## src/rtl/dtt_pkg.sv

```systemverilog
// dtt_pkg: shared types and constants of the dependency task table.
// Used by dtt_ctrl, dtt_dp and dependency_task_table; depends on nothing.
`timescale 1ns / 1ps

package dtt_pkg;

  // Default table geometry
  localparam int TASKS_DEF  = 16;
  localparam int DEPS_DEF   = 4;
  // Dependency fields carried by one add request
  localparam int DEP_FIELDS = 4;
  localparam int FK_W       = $clog2(DEP_FIELDS);

  localparam int CAP_W      = 5;
  localparam logic [CAP_W-1:0] CAP_RST = 5'd16;

  // Function codes
  localparam logic [2:0] FN_ADD     = 3'd0;
  localparam logic [2:0] FN_CLAIM   = 3'd1;
  localparam logic [2:0] FN_UPDATE  = 3'd2;
  localparam logic [2:0] FN_NEXT    = 3'd3;
  localparam logic [2:0] FN_BLOCKED = 3'd4;

  // Task status codes
  localparam logic [2:0] ST_PENDING   = 3'd0;
  localparam logic [2:0] ST_CLAIMED   = 3'd1;
  localparam logic [2:0] ST_COMPLETED = 3'd3;

  // Result codes
  localparam logic [2:0] RC_OK          = 3'd0;
  localparam logic [2:0] RC_NOT_FOUND   = 3'd1;
  localparam logic [2:0] RC_NOT_PENDING = 3'd2;
  localparam logic [2:0] RC_BLOCKED     = 3'd3;
  localparam logic [2:0] RC_FULL        = 3'd4;

  // Source of the returned id
  typedef enum logic [1:0] {
    ID_NONE,
    ID_COUNT,
    ID_ENTRY
  } id_sel_e;

  // Controller to datapath commands
  typedef struct packed {
    logic       latch;       // capture request fields
    logic       e_ld_tid;    // entry pointer from task id
    logic       e_ld_zero;   // entry pointer to first entry
    logic       e_inc;       // advance entry pointer
    logic       k_clr;       // restart dependency index
    logic       k_inc;       // advance dependency index
    logic       n_ld;        // load dependency total of entry
    logic       add_wr;      // write new entry and one dependency
    logic       cnt_inc;     // bump task count
    logic       claim_wr;    // write owner and claimed status
    logic       upd_wr;      // write new status
    logic       st_sel_dep;  // status read at dependency id
    logic       ent_save;    // keep entry status and owner
    logic       res_ld;      // load result registers
    logic [2:0] res_code;
    id_sel_e    res_id;
    logic       res_blk;
  } cmd_t;

  // Datapath to controller status
  typedef struct packed {
    logic [2:0] func;
    logic       full;
    logic       count_zero;
    logic       id_ok;
    logic       st_pend;
    logic       own_zero;
    logic       tot_zero;
    logic       dep_ok;
    logic       dep_cmpl;
    logic       dep_last;
    logic       add_last;
    logic       last_entry;
  } sts_t;

endpackage

```

## src/rtl/dtt_dp.sv

```systemverilog
// dtt_dp: datapath of the dependency task table: task memories, count,
// capacity register, pointers and result registers. Depends on dtt_pkg.
`timescale 1ns / 1ps

module dtt_dp #(
  parameter int TASKS = dtt_pkg::TASKS_DEF,
  parameter int DEPS  = dtt_pkg::DEPS_DEF
) (
  input  logic                     clk_i,
  input  logic                     rst_ni,
  input  dtt_pkg::cmd_t            cmd_i,
  output dtt_pkg::sts_t            sts_o,
  input  logic                     cfg_we_i,
  input  logic [dtt_pkg::CAP_W-1:0] cfg_data_i,
  input  logic [2:0]               func_i,
  input  logic [7:0]               task_id_i,
  input  logic [15:0]              worker_id_i,
  input  logic [2:0]               new_status_i,
  input  logic [2:0]               dep_count_i,
  input  logic [7:0]               dep_a_i,
  input  logic [7:0]               dep_b_i,
  input  logic [7:0]               dep_c_i,
  input  logic [7:0]               dep_d_i,
  output logic [2:0]               code_o,
  output logic [7:0]               id_out_o,
  output logic [2:0]               status_out_o,
  output logic [15:0]              owner_out_o,
  output logic                     blocked_out_o
);
  import dtt_pkg::*;

  localparam int IW  = (TASKS > 1) ? $clog2(TASKS) : 1;
  localparam int CW  = $clog2(TASKS + 1);
  localparam int DAW = (TASKS * DEPS > 1) ? $clog2(TASKS * DEPS) : 1;

  // Task store
  logic [2:0]  status_mem [TASKS];
  logic [15:0] owner_mem  [TASKS];
  logic [2:0]  total_mem  [TASKS];
  logic [7:0]  dep_mem    [TASKS * DEPS];

  // Request fields
  logic [2:0]  func_q;
  logic [7:0]  tid_q;
  logic [15:0] agent_q;
  logic [2:0]  nst_q;
  logic [2:0]  dcnt_q;
  logic [7:0]  dep_q [DEP_FIELDS];

  logic [CW-1:0]    count_q;
  logic [CAP_W-1:0] cap_q;
  logic [IW-1:0]    e_q;
  logic [FK_W-1:0]  k_q;
  logic [2:0]       n_q;

  logic [2:0]  st_rd_q;
  logic [15:0] own_rd_q;
  logic [2:0]  tot_rd_q;
  logic [7:0]  dep_rd_q;
  logic [2:0]  st_sv_q;
  logic [15:0] own_sv_q;

  logic [2:0]  code_q;
  logic [7:0]  id_q;
  logic [2:0]  st_res_q;
  logic [15:0] own_res_q;
  logic        blk_q;

  logic [2:0]     dcnt_c;
  logic [8:0]     limit;
  logic [IW-1:0]  tid_idx;
  logic [IW-1:0]  cnt_idx;
  logic [IW-1:0]  dep_idx;
  logic [IW-1:0]  st_raddr;
  logic [IW-1:0]  st_waddr;
  logic [2:0]     st_wdata;
  logic           st_we;
  logic [DAW-1:0] dep_waddr;
  logic [DAW-1:0] dep_raddr;
  logic           dep_we;

  // Clip dependency count to the stored depth and the request fields
  always_comb begin
    dcnt_c = dep_count_i;
    if (32'(dep_count_i) > DEPS) begin
      dcnt_c = 3'(DEPS);
    end
    if (dcnt_c > 3'(DEP_FIELDS)) begin
      dcnt_c = 3'(DEP_FIELDS);
    end
  end

  // Address and write control
  always_comb begin
    tid_idx   = IW'(tid_q - 8'd1);
    cnt_idx   = IW'(count_q);
    dep_idx   = IW'(dep_rd_q - 8'd1);
    st_raddr  = cmd_i.st_sel_dep ? dep_idx : e_q;
    st_we     = cmd_i.add_wr | cmd_i.claim_wr | cmd_i.upd_wr;
    st_waddr  = cmd_i.add_wr ? cnt_idx : tid_idx;
    st_wdata  = cmd_i.add_wr ? ST_PENDING : (cmd_i.claim_wr ? ST_CLAIMED : nst_q);
    dep_we    = cmd_i.add_wr && (dcnt_q != 3'd0);
    dep_waddr = DAW'(cnt_idx) * DAW'(DEPS) + DAW'(k_q);
    dep_raddr = DAW'(e_q) * DAW'(DEPS) + DAW'(k_q);
    limit     = (9'(cap_q) < 9'(TASKS)) ? 9'(cap_q) : 9'(TASKS);
  end

  // Status memory
  always_ff @(posedge clk_i) begin
    if (st_we) begin
      status_mem[st_waddr] <= st_wdata;
    end
    st_rd_q <= status_mem[st_raddr];
  end

  // Owner memory
  always_ff @(posedge clk_i) begin
    if (cmd_i.add_wr) begin
      owner_mem[cnt_idx] <= 16'd0;
    end else if (cmd_i.claim_wr) begin
      owner_mem[tid_idx] <= agent_q;
    end
    own_rd_q <= owner_mem[e_q];
  end

  // Dependency total memory
  always_ff @(posedge clk_i) begin
    if (cmd_i.add_wr) begin
      total_mem[cnt_idx] <= dcnt_q;
    end
    tot_rd_q <= total_mem[e_q];
  end

  // Dependency id memory
  always_ff @(posedge clk_i) begin
    if (dep_we) begin
      dep_mem[dep_waddr] <= dep_q[k_q];
    end
    dep_rd_q <= dep_mem[dep_raddr];
  end

  // Capture request and hold working values
  always_ff @(posedge clk_i) begin
    if (cmd_i.latch) begin
      func_q   <= func_i;
      tid_q    <= task_id_i;
      agent_q  <= worker_id_i;
      nst_q    <= new_status_i;
      dcnt_q   <= dcnt_c;
      dep_q[0] <= dep_a_i;
      dep_q[1] <= dep_b_i;
      dep_q[2] <= dep_c_i;
      dep_q[3] <= dep_d_i;
    end
    if (cmd_i.e_ld_tid) begin
      e_q <= tid_idx;
    end else if (cmd_i.e_ld_zero) begin
      e_q <= '0;
    end else if (cmd_i.e_inc) begin
      e_q <= e_q + IW'(1);
    end
    if (cmd_i.latch || cmd_i.k_clr) begin
      k_q <= '0;
    end else if (cmd_i.k_inc) begin
      k_q <= k_q + FK_W'(1);
    end
    if (cmd_i.n_ld) begin
      n_q <= tot_rd_q;
    end
    if (cmd_i.ent_save) begin
      st_sv_q  <= st_rd_q;
      own_sv_q <= own_rd_q;
    end
  end

  // Count and capacity
  always_ff @(posedge clk_i or negedge rst_ni) begin
    if (!rst_ni) begin
      count_q <= '0;
      cap_q   <= CAP_RST;
    end else begin
      if (cmd_i.cnt_inc) begin
        count_q <= count_q + CW'(1);
      end
      if (cfg_we_i) begin
        cap_q <= cfg_data_i;
      end
    end
  end

  // Result registers
  always_ff @(posedge clk_i) begin
    if (cmd_i.res_ld) begin
      code_q <= cmd_i.res_code;
      blk_q  <= cmd_i.res_blk;
      case (cmd_i.res_id)
        ID_COUNT: begin
          id_q      <= 8'(count_q) + 8'd1;
          st_res_q  <= 3'd0;
          own_res_q <= 16'd0;
        end
        ID_ENTRY: begin
          id_q      <= 8'(e_q) + 8'd1;
          st_res_q  <= cmd_i.ent_save ? st_rd_q : st_sv_q;
          own_res_q <= cmd_i.ent_save ? own_rd_q : own_sv_q;
        end
        default: begin
          id_q      <= 8'd0;
          st_res_q  <= 3'd0;
          own_res_q <= 16'd0;
        end
      endcase
    end
  end

  // Status toward the controller
  always_comb begin
    sts_o.func       = func_q;
    sts_o.full       = 9'(count_q) >= limit;
    sts_o.count_zero = (count_q == '0);
    sts_o.id_ok      = (tid_q != 8'd0) && (9'(tid_q) <= 9'(count_q));
    sts_o.st_pend    = (st_rd_q == ST_PENDING);
    sts_o.own_zero   = (own_rd_q == 16'd0);
    sts_o.tot_zero   = (tot_rd_q == 3'd0);
    sts_o.dep_ok     = (dep_rd_q != 8'd0) && (9'(dep_rd_q) <= 9'(count_q));
    sts_o.dep_cmpl   = (st_rd_q == ST_COMPLETED);
    sts_o.dep_last   = ({1'b0, k_q} + 3'd1) >= n_q;
    sts_o.add_last   = ({1'b0, k_q} + 3'd1) >= dcnt_q;
    sts_o.last_entry = (9'(e_q) + 9'd1) >= 9'(count_q);
  end

  assign code_o        = code_q;
  assign id_out_o      = id_q;
  assign status_out_o  = st_res_q;
  assign owner_out_o   = own_res_q;
  assign blocked_out_o = blk_q;

  // Count never passes the table depth
  a_count_bound: assert property (@(posedge clk_i) disable iff (!rst_ni)
    32'(count_q) <= TASKS)
    else $error("task count beyond table depth");

  // A new entry is written only below the capacity limit
  a_add_room: assert property (@(posedge clk_i) disable iff (!rst_ni)
    cmd_i.add_wr |-> (9'(count_q) < limit))
    else $error("add written into a full table");

  // A count bump advances the task count by one
  a_count_step: assert property (@(posedge clk_i) disable iff (!rst_ni)
    cmd_i.cnt_inc |=> (count_q == $past(count_q) + CW'(1)))
    else $error("task count did not advance by one");

endmodule

```

## src/rtl/dtt_ctrl.sv

```systemverilog
// dtt_ctrl: sequencer of the dependency task table; walks entries and their
// dependencies one memory read at a time. Depends on dtt_pkg.
`timescale 1ns / 1ps

module dtt_ctrl (
  input  logic          clk_i,
  input  logic          rst_ni,
  input  logic          start_i,
  output logic          busy_o,
  output logic          done_o,
  output dtt_pkg::cmd_t cmd_o,
  input  dtt_pkg::sts_t sts_i
);
  import dtt_pkg::*;

  typedef enum logic [2:0] {
    S_IDLE,
    S_DISPATCH,
    S_ADD_WR,
    S_ENT_RD,
    S_ENT_CHK,
    S_DEP_RD,
    S_DEP_ID,
    S_DEP_ST
  } state_e;

  state_e state_q, state_d;
  logic   done_q, done_d;
  logic   verdict, vblk, next_ent;

  // Next state and commands
  always_comb begin
    state_d  = state_q;
    done_d   = 1'b0;
    cmd_o    = '0;
    verdict  = 1'b0;
    vblk     = 1'b0;
    next_ent = 1'b0;

    case (state_q)
      S_IDLE: begin
        if (start_i) begin
          cmd_o.latch = 1'b1;
          state_d     = S_DISPATCH;
        end
      end

      S_DISPATCH: begin
        case (sts_i.func)
          FN_ADD: begin
            if (sts_i.full) begin
              cmd_o.res_ld   = 1'b1;
              cmd_o.res_code = RC_FULL;
            end else begin
              state_d = S_ADD_WR;
            end
          end
          FN_CLAIM: begin
            if (!sts_i.id_ok) begin
              cmd_o.res_ld   = 1'b1;
              cmd_o.res_code = RC_NOT_FOUND;
            end else begin
              cmd_o.e_ld_tid = 1'b1;
              state_d        = S_ENT_RD;
            end
          end
          FN_UPDATE: begin
            cmd_o.res_ld = 1'b1;
            if (!sts_i.id_ok) begin
              cmd_o.res_code = RC_NOT_FOUND;
            end else begin
              cmd_o.upd_wr   = 1'b1;
              cmd_o.res_code = RC_OK;
            end
          end
          FN_NEXT: begin
            if (sts_i.count_zero) begin
              cmd_o.res_ld   = 1'b1;
              cmd_o.res_code = RC_NOT_FOUND;
            end else begin
              cmd_o.e_ld_zero = 1'b1;
              state_d         = S_ENT_RD;
            end
          end
          FN_BLOCKED: begin
            if (!sts_i.id_ok) begin
              cmd_o.res_ld   = 1'b1;
              cmd_o.res_code = RC_OK;
            end else begin
              cmd_o.e_ld_tid = 1'b1;
              state_d        = S_ENT_RD;
            end
          end
          default: begin
            cmd_o.res_ld   = 1'b1;
            cmd_o.res_code = RC_NOT_FOUND;
          end
        endcase
      end

      // Write the new entry, one dependency id per cycle
      S_ADD_WR: begin
        cmd_o.add_wr = 1'b1;
        if (sts_i.add_last) begin
          cmd_o.cnt_inc  = 1'b1;
          cmd_o.res_ld   = 1'b1;
          cmd_o.res_code = RC_OK;
          cmd_o.res_id   = ID_COUNT;
        end else begin
          cmd_o.k_inc = 1'b1;
        end
      end

      S_ENT_RD: begin
        state_d = S_ENT_CHK;
      end

      // Entry status, owner and dependency total are in
      S_ENT_CHK: begin
        cmd_o.ent_save = 1'b1;
        cmd_o.k_clr    = 1'b1;
        cmd_o.n_ld     = 1'b1;
        if (sts_i.func == FN_CLAIM && !sts_i.st_pend) begin
          cmd_o.res_ld   = 1'b1;
          cmd_o.res_code = RC_NOT_PENDING;
        end else if (sts_i.func == FN_NEXT && (!sts_i.st_pend || !sts_i.own_zero)) begin
          next_ent = 1'b1;
        end else if (sts_i.tot_zero) begin
          verdict = 1'b1;
        end else begin
          state_d = S_DEP_RD;
        end
      end

      S_DEP_RD: begin
        state_d = S_DEP_ID;
      end

      // Dependency id is in: check range, fetch its status
      S_DEP_ID: begin
        cmd_o.st_sel_dep = 1'b1;
        if (!sts_i.dep_ok) begin
          verdict = 1'b1;
          vblk    = 1'b1;
        end else begin
          state_d = S_DEP_ST;
        end
      end

      S_DEP_ST: begin
        if (!sts_i.dep_cmpl) begin
          verdict = 1'b1;
          vblk    = 1'b1;
        end else if (sts_i.dep_last) begin
          verdict = 1'b1;
        end else begin
          cmd_o.k_inc = 1'b1;
          state_d     = S_DEP_RD;
        end
      end

      default: begin
        state_d = S_IDLE;
      end
    endcase

    // Act on the blocked verdict of the current entry
    if (verdict) begin
      case (sts_i.func)
        FN_CLAIM: begin
          cmd_o.res_ld = 1'b1;
          if (vblk) begin
            cmd_o.res_code = RC_BLOCKED;
            cmd_o.res_blk  = 1'b1;
          end else begin
            cmd_o.claim_wr = 1'b1;
            cmd_o.res_code = RC_OK;
          end
        end
        FN_NEXT: begin
          if (vblk) begin
            next_ent = 1'b1;
          end else begin
            cmd_o.res_ld   = 1'b1;
            cmd_o.res_code = RC_OK;
            cmd_o.res_id   = ID_ENTRY;
          end
        end
        default: begin
          cmd_o.res_ld   = 1'b1;
          cmd_o.res_code = RC_OK;
          cmd_o.res_blk  = vblk;
        end
      endcase
    end

    // Advance the scan or give up at the last entry
    if (next_ent) begin
      if (sts_i.last_entry) begin
        cmd_o.res_ld   = 1'b1;
        cmd_o.res_code = RC_NOT_FOUND;
      end else begin
        cmd_o.e_inc = 1'b1;
        state_d     = S_ENT_RD;
      end
    end

    // A loaded result ends the request
    if (cmd_o.res_ld) begin
      state_d = S_IDLE;
      done_d  = 1'b1;
    end
  end

  // State and strobe
  always_ff @(posedge clk_i or negedge rst_ni) begin
    if (!rst_ni) begin
      state_q <= S_IDLE;
      done_q  <= 1'b0;
    end else begin
      state_q <= state_d;
      done_q  <= done_d;
    end
  end

  assign busy_o = (state_q != S_IDLE);
  assign done_o = done_q;

  // Strobe appears only once back in idle
  a_done_idle: assert property (@(posedge clk_i) disable iff (!rst_ni)
    done_q |-> (state_q == S_IDLE))
    else $error("result strobe outside idle");

  // At most one status write source per cycle
  a_wr_onehot: assert property (@(posedge clk_i) disable iff (!rst_ni)
    $onehot0({cmd_o.add_wr, cmd_o.claim_wr, cmd_o.upd_wr}))
    else $error("conflicting status writes");

  // A request accepted in idle is taken up: busy goes high while the strobe stays low
  a_start_busy: assert property (@(posedge clk_i) disable iff (!rst_ni)
    (start_i && state_q == S_IDLE) |=> (busy_o && !done_q))
    else $error("request not taken up");

endmodule

```

## src/rtl/dependency_task_table.sv

```systemverilog
// dependency_task_table: top level; joins the sequencer dtt_ctrl with the
// datapath dtt_dp. Depends on dtt_pkg, dtt_ctrl and dtt_dp.
`timescale 1ns / 1ps
//
// Usage:
//   Request channel: drive func_i and its operand ports with start high; the
//   request is taken at a clock edge where start is high and busy is low.
//   busy stays high until the result is out; the next request may be taken
//   in the cycle the result strobe is high.
//   Result channel: done_o is high for exactly one cycle with code_o,
//   id_out_o, status_out_o, owner_out_o and blocked_out_o. The receiver has
//   no way to stall; it must take the result in that cycle.
//   Config channel: cfg_ready_o is always high; cfg_data_i sets the capacity
//   at any edge with cfg_valid_i high. Write it only while no request is open.
// Request steps, set by the task memories that give one read per cycle:
//   update, full add and unknown id end at dispatch; add then writes the
//   entry with one dependency id per write; claim and is-blocked read the
//   entry, then each dependency id and its status; next available scans
//   entries from the first, reading each entry and, if free, its dependencies.
// Reset: task count to zero, capacity to 16, sequencer to idle. Task entries
// are not cleared; only entries below the count are ever read.

module dependency_task_table #(
  parameter int TASKS = dtt_pkg::TASKS_DEF,
  parameter int DEPS  = dtt_pkg::DEPS_DEF
) (
  input  logic                      clk_i,
  input  logic                      rst_ni,
  input  logic                      start,
  output logic                      busy,
  input  logic [2:0]                func_i,
  input  logic [7:0]                task_id_i,
  input  logic [15:0]               worker_id_i,
  input  logic [2:0]                new_status_i,
  input  logic [2:0]                dep_count_i,
  input  logic [7:0]                dep_a_i,
  input  logic [7:0]                dep_b_i,
  input  logic [7:0]                dep_c_i,
  input  logic [7:0]                dep_d_i,
  output logic                      done_o,
  output logic [2:0]                code_o,
  output logic [7:0]                id_out_o,
  output logic [2:0]                status_out_o,
  output logic [15:0]               owner_out_o,
  output logic                      blocked_out_o,
  input  logic                      cfg_valid_i,
  output logic                      cfg_ready_o,
  input  logic [dtt_pkg::CAP_W-1:0] cfg_data_i
);
  import dtt_pkg::*;

  cmd_t cmd;
  sts_t sts;

  // Capacity register never refuses a write
  assign cfg_ready_o = 1'b1;

  dtt_ctrl u_ctrl (
    .clk_i   (clk_i),
    .rst_ni  (rst_ni),
    .start_i (start),
    .busy_o  (busy),
    .done_o  (done_o),
    .cmd_o   (cmd),
    .sts_i   (sts)
  );

  dtt_dp #(
    .TASKS (TASKS),
    .DEPS  (DEPS)
  ) u_dp (
    .clk_i         (clk_i),
    .rst_ni        (rst_ni),
    .cmd_i         (cmd),
    .sts_o         (sts),
    .cfg_we_i      (cfg_valid_i & cfg_ready_o),
    .cfg_data_i    (cfg_data_i),
    .func_i        (func_i),
    .task_id_i     (task_id_i),
    .worker_id_i   (worker_id_i),
    .new_status_i  (new_status_i),
    .dep_count_i   (dep_count_i),
    .dep_a_i       (dep_a_i),
    .dep_b_i       (dep_b_i),
    .dep_c_i       (dep_c_i),
    .dep_d_i       (dep_d_i),
    .code_o        (code_o),
    .id_out_o      (id_out_o),
    .status_out_o  (status_out_o),
    .owner_out_o   (owner_out_o),
    .blocked_out_o (blocked_out_o)
  );

endmodule
```

## config.mk

```make
export PLATFORM = sky130hd
export DESIGN_NAME = dependency_task_table
export DESIGN_NICKNAME = d
export VERILOG_FILES = /design/src/rtl/dtt_pkg.sv /design/src/rtl/dtt_dp.sv /design/src/rtl/dtt_ctrl.sv /design/src/rtl/dependency_task_table.sv
export SDC_FILE = /design/constraint.sdc
export NUM_CORES = 1
export LEC_CHECK = 0
export BUFFER_PORTS_ARGS = -buffer_cell sky130_fd_sc_hd__buf_2
export CAP_MARGIN = 15
export CORE_ASPECT_RATIO = 0.8
export CORE_UTILIZATION = 56
export CTS_CLUSTER_DIAMETER = 60
export DETAILED_ROUTE_END_ITERATION = 6
export PLACE_DENSITY = 0.73
export SLEW_MARGIN = 20
export SYNTH_ARGS = -nofsm -noshare
export SYNTH_HDL_FRONTEND = slang
export SYNTH_SLANG_ARGS = --single-unit
```

## constraint.sdc

```tcl
create_clock -name clk_i -period 5.24 [get_ports clk_i]
set_input_delay 0.524 -clock clk_i [delete_from_list [all_inputs] [get_ports clk_i]]
set_output_delay 0.524 -clock clk_i [all_outputs]
set_load 0.02 [all_outputs]
```

* Word level (Yosys, flattened, before mapping) *
Memory sizes are Yosys's and may differ from the RTL's. A register that Yosys moved wholly into a read port is not among the register bits.
Index checks and enable logic that the tools add are counted.

operators by class
  $add $sub $neg = 11
  magnitude comparators = 9
  equal/unequal tests = 14
  muxes and demuxes = 100
  bitwise logic cells = 2
  reduce and logical (&&, ||, !) cells = 22

operators with widths
  kind                                                                   count
  4-bit two-way mux                                                      13
  3-bit two-way mux                                                      17
  1-bit two-way mux                                                      47
  16-bit two-way mux                                                     2
  3-bit one-hot mux with 7 select lines                                  1
  4-bit one-hot mux with 5 select lines                                  1
  8-bit by 5-bit <= comparator with 1-bit output                         2
  16-bit logical NOT                                                     1
  8-bit one-hot mux with 2 select lines                                  1
  8-bit nonzero test                                                     2
  16-bit OR reduction                                                    1
  3-bit by 2-bit equality test with 1-bit output, second input constant  5
  3-bit equality test, second input constant                             5
  2-bit two-way mux                                                      7
  6-bit by 2-bit adder with 6-bit output                                 2
  3-bit logical NOT                                                      4
  6-bit two-way mux                                                      2
  4-bit one-hot mux with 3 select lines                                  1
  4-bit by 1-bit adder with 5-bit output, second input constant          2
  5-bit by 9-bit >= comparator with 1-bit output                         1
  9-bit by 5-bit >= comparator with 1-bit output                         1
  3-bit one-hot mux with 3 select lines                                  1
  3-bit nonzero test                                                     3
  4-bit one-hot mux with 2 select lines                                  1
  other kinds (22)                                                       35

storage, ports and cells
  register bits = 106
  bits in writable memories = 896
  logic and storage cells = 182
  memories kept = 5

memory list
  memory           words  width  read ports  clocked after memory_dff  wr ports  RTL line      source
  u_dp.dep_mem     64     8      1           1                         1         dtt_dp.sv:40  logic [7:0] dep_mem [TASKS * DEPS];
  u_dp.owner_mem   16     16     1           1                         1         dtt_dp.sv:38  logic [15:0] owner_mem [TASKS];
  u_dp.status_mem  16     3      1           1                         1         dtt_dp.sv:37  logic [2:0] status_mem [TASKS];
  u_dp.total_mem   16     3      1           1                         1         dtt_dp.sv:39  logic [2:0] total_mem [TASKS];
  u_dp.dep_q       4      8      1           1                         4         dtt_dp.sv:48  logic [7:0] dep_q [DEP_FIELDS];

* Depth between registers and ports, before layout *
Gate-level depths: netlist of run 1.

  depth in word-level cells = 14
  mapped depth = 15

* Hierarchy *
From an unflattened synthesis of run 1, not the netlist that was laid out.

second synthesis, totals
  cells, all modules = 2043
  area total of the unflattened synthesis = 40382.5 um^2

modules (own cells, without submodules)
  module                 times used  cells an instance  area each (um^2)  sequential area each (um^2)
  dtt_dp                 1           1952               39714.3           30290.3
  dtt_ctrl               1           89                 656.9             100.1
  dependency_task_table  1           2                  11.3              0.0

* Worst setup path before layout of run 1 *
Ideal clock, no wire load.

  path type = register -> register
  start point = register u_dp.count_q[3]
  end point = memory u_dp.owner_mem[14][0], enable pin
  data arrival time = 3.446 ns
  slack = 1.398 ns
  cell stages (with the launch flop) = 11
  path buffers = 1
  period minus slack after synthesis = 3.842 ns
  cells stage by stage = dfrtp_1 -> clkbuf_1 -> inv_1 -> ha_1 -> nand4_1 -> mux2i_1 -> a21oi_1 -> o311ai_4 -> o22a_1 -> or4_4 -> a22oi_1

on the way
  cells in the longest elaborated chain, start to end = 12

RTL lines
  element                                                           RTL line         source
  from (decl)                                                       dtt_dp.sv:50     logic [CW-1:0] count_q;
  from (signal assigned)                                            dtt_dp.sv:183    count_q <= count_q + CW'(1);
  8-bit by 5-bit <= comparator with 1-bit output                    dtt_dp.sv:225    sts_o.dep_ok = (dep_rd_q != 8'd0) && (9'(dep_rd_q) <= 9'(count_q));
  1-bit logical AND                                                 dtt_dp.sv:225
  1-bit two-way mux                                                 dtt_ctrl.sv:142  if (!sts_i.dep_ok) begin
  1-bit one-hot mux with 2 select lines                             dtt_ctrl.sv:40   case (state_q)
  1-bit two-way mux                                                 dtt_ctrl.sv:172  if (vblk) begin
  1-bit two-way mux                                                 dtt_ctrl.sv:169  case (sts_i.func)
  1-bit two-way mux                                                 dtt_ctrl.sv:168  if (verdict) begin
  1-bit two-way mux                                                 dtt_dp.sv:120    end else if (cmd_i.claim_wr) begin
  1-bit two-way mux                                                 dtt_dp.sv:118    if (cmd_i.add_wr) begin
  1-bit two-way mux (not written as such)                           dtt_dp.sv:121    owner_mem[tid_idx] <= agent_q;
  16-bit OR reduction (no line)                                     -
  4-bit two-way mux (no line) or 1-bit two-way mux (tied branches)  -
  to (decl)                                                         dtt_dp.sv:38

Several ways; a longest one is shown, not always the timed one.

==> results of run 1 <==
-- routing by layer --
layer | GRT usage [%] | vias to the layer above
met5 | 0 | -
met4 | 5.674 | 4
met3 | 5.677 | 139
met2 | 36.74 | 1098
met1 | 39.80 | 10680
li1 | - | 8305
-- power breakdown --
part	internal, W	total, W	switching, W
Clock	0.00394	0.00699	0.00305
Combinational	0.00114	0.00331	0.00217
Sequential	0.0100	0.0104	0.000356
Total	0.0151	0.0207	0.00558
-- synthesized netlist by cell type (19+ instances only) --
library cell,count,area (um^2)
a21oi_1,35,175.2
and2_1,19,118.9
and3_1,20,125.1
clkbuf_1,49,183.9
dfxtp_1,53,1061
edfxtp_1,965,28980
ha_1,37,462.9
inv_1,20,75.07
mux2_2,26,292.8
mux4_2,283,6374
nand2_1,53,198.9
nor2_1,109,409.1
o21ai_0,20,100.1
-- worst reg2reg max path: cells and delay by family (launching register included) --
kind	cells	cell delay [ns]
compound gates	3	0.78
simple gates	4	1.33
fa+ha+maj	1	0.52
buf+inv	1	0.75
flops	1	0.86
-- state kept, by name, indices dropped and copies added, names as in the netlist, 4 cells and up, named ones only --
register / flops
u_dp.status_mem: 48
u_dp.dep_q: 32
u_dp.e_q: 4
u_dp.dep_mem: 512
u_dp.owner_mem: 256
u_dp.own_sv_q: 16
u_dp.own_rd_q: 16
u_dp.owner_out_o: 16
u_dp.count_q: 5
u_dp.agent_q: 16
u_dp.total_mem: 48
u_dp.tid_q: 8
u_dp.cap_q: 5
u_dp.id_out_o: 6
u_dp.dep_rd_q: 8
-- final cells by class --
class | count | area [um^2]
timing repair buffer | 184 | 1214
inverter | 23 | 86.33
clock inverter | 42 | 510.5
fill | 4479 | 25270
sequential | 1032 | 30400
clock buffer | 133 | 2661
tap | 934 | 1169
multi-input combinational | 769 | 9553
-- cell families (layout without fill, tap and decap cells) --
logic type                 Yosys count  count (layout)
adders and majority gates           37              37
and+or+nand+nor                    285             285
buffers and inverters              111             382
muxes                              314             314
DFF                               1032            1032
other                                2               3
AOI/OAI and AO/OA                  114             114
xor gates and xnor gates            16              16
-- repair_timing --
| item | 4_1_cts | 5_1_grt |
|---|---|---|
| resized for setup | 0 | 0 |
| hold endpoints to repair | 37 | 2 |
| hold buffers | 25 | 2 |
-- through the flow --
stage	hold WS (ns)	util, %
5_1_grt	0.003835	64.34
4_1_cts	0.0001018	64.30
6_report	0.02968	64.34
3_5_place_dp	0.4392	59.48
3_3_place_gp	0.4332	59.45
2_1_floorplan	0.2284	-
-- final timing paths --
kind / from / to / slack (ns) / depth (start not counted)
worst min-delay path: func_i[0] / u_dp.func_q[0]$_DFFE_PP_ / 0.03 / 1
worst max register to register: u_dp.count_q[0]$_DFFE_PN0P_ / u_dp.owner_out_o[15]$_SDFFCE_PP0P_ / 0.64 / 9
max in group asynchronous: rst_ni / u_dp.cap_q[4]$_DFFE_PN1P_ / 4.59 / 2
worst max-delay path: u_dp.count_q[0]$_DFFE_PN0P_ / u_dp.owner_out_o[15]$_SDFFCE_PP0P_ / 0.64 / 9
min in group asynchronous: rst_ni / u_dp.cap_q[1]$_DFFE_PN0P_ / 0.32 / 2
worst min register to register: u_dp.tot_rd_q[1]$_DFF_P_ / u_dp.n_q[1]$_DFFE_PP_ / 0.45 / 0
==> results_dict.tcl, run 1 <==
set metrics [dict create \
    hold_viol_final 0 \
    grt.total_usage_pct 25.33 \
    wl_met2_mm 41.01 \
    synth_seq_cells 1032 \
    path_class "reg2reg" \
    grt_overflow_total 0 \
    power.density_nw_per_um2 454.2 \
    die-area_um2 73110 \
    fin_area_um2 45590 \
    critPathSlowestCell "dfrtp_1" \
    relSlewSlack_pct 30.44 \
    port_buffers 104 \
    gp_congestion 0.9365 \
    cts_root_buf "clkbuf_16" \
    worst_pin_slew_ns 1.043 \
    setup_viol 0 \
    synth-edff-count 965 \
    min-delay-path-class "in2reg" \
    diodes 0 \
    rows 87 \
    syn2layout_area_growth_pct 13.02 \
    postPlaceCellArea_um2 42150 \
    numCtsBuffers 95 \
    met1_length_mm 38.49 \
    synth_xor_area_share_pct 0.3474 \
    coreArea_um2 70860 \
    synth_fa_ha_area_share_pct 1.148 \
    fmax_ghz 0.2172 \
    finalNetCount 2216 \
    die_w_um 302.1 \
    clk_pin_slew_ns 0.06 \
    totalPowerFinal_w 0.02071 \
    mostFrequentLayoutCells "edfxtp_1 (965), mux4_2 (282), nor2_1 (109)" \
    grt_pass1_wl_mm 135.0 \
    cts_buffer_depth 3 \
    detail_route.iter0.violations 2384 \
    cts-htree-levels 3 \
    cts_sinks 1032 \
    dp_hpwl_mm 55.23 \
    ant_nets 0 \
    drv_cap 0 \
    place_ws_ns 0.8057 \
    drive_gt1_share_pct 29.59 \
    final_common_cell "edfxtp_1" \
    period_needed_ns 4.603 \
    slew_viol_final 0 \
    cp_data_arrival_time_ns 4.89 \
    rsz0062_at_grt "false" \
    ir_drop_uv 335.5 \
    synth_ff_type "edfxtp_1" \
    synthCells 1911 \
    path_buf_inv 1 \
    drc_errors 0 \
    path_cells "clkinv_1 > ha_1 > nand2b_1 > a21o_1 > a21oi_1 > o21ai_0 > nand3_1 > nand3_1 > or2_2" \
    crit_path_max_incr_delay_ns 0.86 \
    status "finished, final reports clean" \
    critPathCaptureType "register" \
    grt_antenna_before_repair 3 \
    instances_no_fill 3117 \
    cts_tree "yes" \
    synth-simple-area-share_pct 3.443 \
    worstSkewPairLatency_ns 0.67 \
    synthMuxAreaShare_pct 16.65 \
    critPathTopFamily "simple AND/OR/NAND/NOR gates" \
    dr_total_vias 20230 \
    ys_warn_count 0 \
    wl_per_cell_um 28.88 \
    wl_met3_mm 8.727 \
    top_layer "met5" \
    worst_slack_ns 0.6368 \
    dr.pass1.iters 5 \
    synth_top_family_by_area "multiplexers" \
    synth_compound_area_share_pct 1.858 \
    post-place-cells 2915 \
    initial_core_util_pct 56.92 \
    vias_per_cell 6.489 \
    syn_avg_cell_area_um2 21.11 \
    grt_max_degree 137 \
    ys_types 62 \
    fin_tns_setup_ns 0 \
    skew_ns 0.03267 \
    cp_max_fo 30 \
    p_leak_nw 15.18 \
    syn_area_um2 40340 \
    io_pins 108 \
    start_kind "register" \
    cpMostUsedCell "nand3_1" \
    period_share_pct 87.85 \
    yosysSeqAreaShare_pct 75.34 \
    critPathRequiredTime_ns 5.53 \
    async_flop_share_pct 1.357 \
    grt_pass1_vias 20600 \
    drt_wl_total_mm 90.03 \
    dieHeight_um 242.1 \
    cts_setup_buffers 0 \
]
No activity file was read; power rests on OpenSTA's default activity.
==> run 2, diff against run 1 <==
--- a/config.mk
+++ b/config.mk
@@ -7,2 +7,3 @@
 export LEC_CHECK = 0
+export ABC_CLOCK_PERIOD_IN_PS = 5700
 export BUFFER_PORTS_ARGS = -buffer_cell sky130_fd_sc_hd__buf_2
==> constraint.sdc (replaced) <==
create_clock -name clk_i -period 5.7 [get_ports clk_i]
set_input_delay 0.285 -clock clk_i [delete_from_list [all_inputs] [get_ports clk_i]]
set_output_delay 0.285 -clock clk_i [all_outputs]
set_load 0.02 [all_outputs]
==> run 2 against run 1 <==
Highest routed layer is now met4. Combinational power is 9.4% lower. Die area stayed put. Register-to-register slack better by 0.92 ns. Critical path type unchanged. Clock skew is 0.0084 ns higher. Clock power is 3.6% lower. Critical endpoint is now u_dp.status_out_o[0]$_SDFFCE_PP0P_. Count of clock-buffer cells in the layout is 19 lower. Critical path depth stayed put. Global-route usage is 0.44 points higher. Sequential cell count stayed put. Sequential share of layout area is 0.94 points lower.
==> results_dict.tcl, run 2 (synthesis gave the netlist of run 1 again) <==
set metrics [dict create \
    power.net_switching_w 0.005112 \
    hold_viol_final 0 \
    period_share_pct 72.76 \
    io_pins 108 \
    cts_tree "yes" \
    finalNetCount 2261 \
    gp_congestion 0.9149 \
    netSwitchingFraction_pct 26.49 \
    place_ws_ns 1.574 \
    vias_per_cell 6.406 \
    status "finished, final reports clean" \
    final_common_cell "edfxtp_1" \
    drt_wl_total_mm 91.88 \
    dp_hpwl_mm 54.25 \
    largestRegisters "u_dp.dep_mem: 512 flops, u_dp.owner_mem: 256 flops" \
    port_buffers 104 \
    grt_overflow_total 0 \
    coreArea_um2 70860 \
    start_kind "register" \
    worst_slack_ns 1.553 \
    power.density_nw_per_um2 417.3 \
    setup_viol 0 \
    ant_nets 0 \
    drive_gt1_share_pct 29.10 \
    cts-htree-levels 3 \
    grt_max_degree 110 \
    initial_core_util_pct 56.92 \
    cts_setup_buffers 0 \
    mostFrequentLayoutCells "edfxtp_1 (965), mux4_2 (277), nor2_1 (109)" \
    regMostFlops "u_dp.dep_mem" \
    grt_antenna_before_repair 2 \
    syn2layout_area_growth_pct 14.64 \
    largest_reg_flops 512 \
    grt_pass1_wl_mm 136.3 \
    critPathCaptureType "register" \
    busiest_layer "met2" \
    pwr-share-comb_pct 15.5 \
    critPathRequiredTime_ns 5.97 \
    cts-hold-fix-buffers 77 \
    slew_viol_final 0 \
    seq_power_share_pct 49.6 \
    period_needed_ns 4.147 \
    die_w_um 302.1 \
    fmax_ghz 0.2411 \
    rsz0062_at_grt "false" \
    fin_tns_setup_ns 0 \
    pwr-share-clk_pct 34.9 \
    n_fill_cell 4435 \
    p_leak_nw 15.45 \
    numCtsBuffers 95 \
    drc_errors 0 \
    dr_total_vias 20270 \
    rows 87 \
    dieHeight_um 242.1 \
    ir_drop_uv 510.3 \
    grt.total_usage_pct 25.77 \
    use_met2_pct 39.18 \
    relSlewSlack_pct 21.04 \
    die-area_um2 73110 \
    worstSkewPairLatency_ns 0.67 \
    cts_root_buf "clkbuf_16" \
    worst_pin_slew_ns 1.180 \
    p_int_w 0.01419 \
    met3_usage_pct 6.582 \
    cp_data_arrival_time_ns 4.42 \
    cts_sinks 1032 \
    grt_pass1_vias 20640 \
    grt_use_met1_pct 37.91 \
    min-delay-path-class "in2async" \
    drv_cap 0 \
    detail_route.iter0.violations 2414 \
    ctsResizeCount 0 \
    cts_buffer_depth 3 \
    path_class "reg2reg" \
    clk_pin_slew_ns 0.07 \
    cp_max_fo 30 \
    skew_ns 0.04108 \
    wl_per_cell_um 29.03 \
    dr.pass1.iters 7 \
]
run 2: per-stage QoR:
step	hold WS, ns	total power [W]	util (%)	std cells	area, um^2
final	0.09137	0.01930	65.26	3165	46240
after global routing	0.1129	0.01988	65.25	3164	46240
after CTS	0.04479	0.01934	65.23	3164	46220
after detailed placement	0.2241	0.01264	59.40	2910	42100
after global placement	0.2115	0.01255	59.40	2910	42100
after floorplan	-0.01059	0.01150	-	1912	40340
run 2: final timing paths:
path / from / to / slack [ns] / cells past startpoint
hold / removal: rst_ni / u_dp.cap_q[1]$_DFFE_PN0P_ / 0.09 / 2
setup / recovery: u_dp.count_q[0]$_DFFE_PN0P_ / u_dp.status_out_o[0]$_SDFFCE_PP0P_ / 1.55 / 9
max in group asynchronous: rst_ni / u_ctrl.state_q[0]$_DFF_PN0_ / 5.28 / 2
hold reg to reg: u_dp.tot_rd_q[0]$_DFF_P_ / u_dp.n_q[0]$_DFFE_PP_ / 0.45 / 0
min in group clk_i: task_id_i[2] / u_dp.tid_q[2]$_DFFE_PP_ / 0.32 / 2
setup reg to reg: u_dp.count_q[0]$_DFFE_PN0P_ / u_dp.status_out_o[0]$_SDFFCE_PP0P_ / 1.55 / 9
run 2: power by group through the flow:
stage | combinational (W) | clock, W | sequential (W)
global route | 0.00320 | 0.00708 | 0.00960
finish | 0.00300 | 0.00674 | 0.00956
global placement | 0.00285 | 0 | 0.00970
floorplan | 0.00187 | 0 | 0.00964
detailed placement | 0.00292 | 0 | 0.00972
CTS | 0.00298 | 0.00679 | 0.00957
run 2: cell type report:
class	instances	area, um^2	share of cell area, %
Antenna cell	1	2.502	0.005411
Clock inverter	63	855.8	1.851
Tap cell	934	1169	2.527
Inverter	23	86.33	0.1867
Clock buffer	114	2499	5.403
Multi-Input combinational cell	769	9570	20.70
Timing Repair Buffer	229	1664	3.598
Sequential cell	1032	30400	65.73
run 2: worst max-delay path, cell delays in order, from the launching register on:
cell and delay (ns):
dfrtp_1 0.77, clkinv_1 0.56, ha_1 0.44, nand2b_1 0.09
a21o_1 0.11, a21oi_1 0.06, o21ai_0 0.58, nand3_1 0.21
nand3_1 0.22, or2_2 0.69
run 2: layer usage:
metal	routed length, um	vias to the layer above	part of all wire, %
met5	0	-	0
met4	1974	0	2.1
met3	9517	153	10
met2	43290	1148	47
met1	37100	10580	40
li1	-	8392	-
==> run 3, diff against run 2 <==
- ABC_CLOCK_PERIOD_IN_PS: 5700 -> 3600
- PLACE_DENSITY: 0.73 -> 0.76
- clock period: 5.7 -> 3.6 ns (I/O delays scaled with it)
==> run 3 against run 2 <==
Utilization grew 1.3 points. Sequential power grew 57%. Clock skew shrank 0.0055 ns. Worst setup slack lost 1.3 ns. Global-route usage grew 0.74 points. Maximum frequency grew 22%. Critical endpoint is now u_dp.owner_mem[4][7]$_DFFE_PP_. Critical path type unchanged.
==> results_dict.tcl, run 3 (synthesis gave the netlist of run 1 again) <==
set metrics [dict create \
    cts_root_buf "clkbuf_16" \
    critPathCaptureType "register" \
    grt_pass1_vias 21640 \
    final_common_cell "edfxtp_1" \
    rsz0062_at_grt "false" \
    largestRegisters "u_dp.dep_mem: 512 flops, u_dp.owner_mem: 256 flops" \
    detail_route.iter0.violations 2489 \
    skew_ns 0.03561 \
    relSlewSlack_pct 26.56 \
    slew_viol_final 0 \
    port_buffers 104 \
    min-delay-path-class "in2reg" \
    cts-htree-levels 3 \
    coreArea_um2 70860 \
    grt_overflow_total 0 \
    fmax_ghz 0.2953 \
    drive_gt1_share_pct 32.47 \
    grt_antenna_before_repair 4 \
    post-place-cells 3030 \
    initial_core_util_pct 56.92 \
    cp_data_arrival_time_ns 3.71 \
    path_class "reg2reg" \
    drv_cap 0 \
    vias_per_cell 6.382 \
    p_leak_nw 16.03 \
    whs_ns 0.2280 \
    gp_congestion 0.9394 \
    die_w_um 302.1 \
    cts_tree "yes" \
    status "finished, final reports clean" \
    cp_max_fo 22 \
    power.density_nw_per_um2 643.8 \
    cts_setup_buffers 0 \
    cts_buffer_depth 3 \
    period_needed_ns 3.387 \
    ir_drop_uv 435.9 \
    mostFrequentLayoutCells "edfxtp_1 (965), mux4_2 (276), buf_4 (150)" \
    drt_wl_total_mm 94.38 \
    wl_per_cell_um 28.71 \
    finish.utilization_pct 66.60 \
    regMostFlops "u_dp.dep_mem" \
    crit_start "u_dp.dep_rd_q[0]$_DFF_P_" \
    critPathRequiredTime_ns 3.93 \
    hold_start "task_id_i[7]" \
    worst_pin_slew_ns 1.094 \
    setup_viol 0 \
    period_share_pct 94.08 \
    io_pins 108 \
    finalNetCount 2383 \
    drc_errors 0 \
    largest_reg_flops 512 \
    worstSkewPairLatency_ns 0.67 \
    ant_nets 0 \
    syn2layout_area_growth_pct 17.00 \
    grt.total_usage_pct 26.52 \
    diodes 0 \
    hold_viol_final 0 \
    grt_pass1_wl_mm 140.2 \
    dr_total_vias 20980 \
    place_ws_ns 0.3113 \
    clk_pin_slew_ns 0.06 \
    dp_hpwl_mm 57.20 \
    grt_max_degree 137 \
    instances_no_fill 3287 \
    numCtsBuffers 95 \
    dr.pass1.iters 6 \
    cts_sinks 1032 \
    start_kind "register" \
    dieHeight_um 242.1 \
    fin_tns_setup_ns 0 \
    r2r_slack_ns 0.21 \
    die-area_um2 73110 \
    rows 87 \
    worst_slack_ns 0.2133 \
    r2r-start "u_dp.dep_rd_q[0]$_DFF_P_" \
]
==> run 3: what timing repair did <==
| item | in CTS | in global routing |
|---|---|---|
| gates resized for setup | 0 | 0 |
| hold buffers | 79 | 0 |
| endpoints found under the hold margin | 84 | 0 |
==> run 3: metrics by stage <==
step                total power [W]  area (um^2)
floorplan                   0.01822        40360
global placement            0.02002        43200
detailed placement          0.02020        43200
CTS                         0.03038        47180
global route                0.03129        47200
finish                      0.03039        47200
==> run 3: metal layers <==
metal | GRT usage (%) | wire length (um) | share of wire [%]
met4 | 7.115 | 2452 | 2.6
met5 | 0 | 41 | 0.043
met3 | 8.071 | 10990 | 12
met1 | 38.73 | 37260 | 39
met2 | 39.33 | 43630 | 46
==> run 3: path summary, 6_finish.rpt <==
kind	endpoint	cells past startpoint
worst max register to register	u_dp.owner_mem[4][7]$_DFFE_PP_	10
worst min register to register	u_dp.n_q[2]$_DFFE_PP_	0
max in group asynchronous	u_dp.cap_q[2]$_DFFE_PN0P_	4
min in group asynchronous	u_dp.cap_q[4]$_DFFE_PN1P_	3
worst max-delay path	u_dp.owner_mem[4][7]$_DFFE_PP_	10
worst min-delay path	u_dp.tid_q[7]$_DFFE_PP_	2
==> run 3: final cells by class <==
cell class | count | area [um^2]
flip-flops and latches | 1032 | 30400
fillers | 4237 | 23670
multi-input cells | 769 | 9568
repair buffers | 351 | 2789
clock buffers | 117 | 2544
well taps | 934 | 1169
clock inverters | 61 | 643.1
inverters | 23 | 86.33
==> run 3: worst max-delay path, cell delays in order, from the launching register on <==
cell	delay, ns
dfxtp_1	0.37
inv_1	0.08
ha_1	0.22
nor4b_1	0.14
or4_4	0.45
o311a_1	0.36
a21boi_1	0.15
buf_4	0.33
a31oi_1	0.38
a21oi_2	0.22
buf_4	0.32
==> run 3: report_power, final <==
| group | leakage (nW) | internal [W] | switching (W) | total (W) |
|---|---|---|---|---|
| Combinational | 4.56 | 0.00183 | 0.00331 | 0.00515 |
| Clock | 1.54 | 0.00590 | 0.00437 | 0.0103 |
| Sequential | 9.94 | 0.0146 | 0.000343 | 0.0150 |
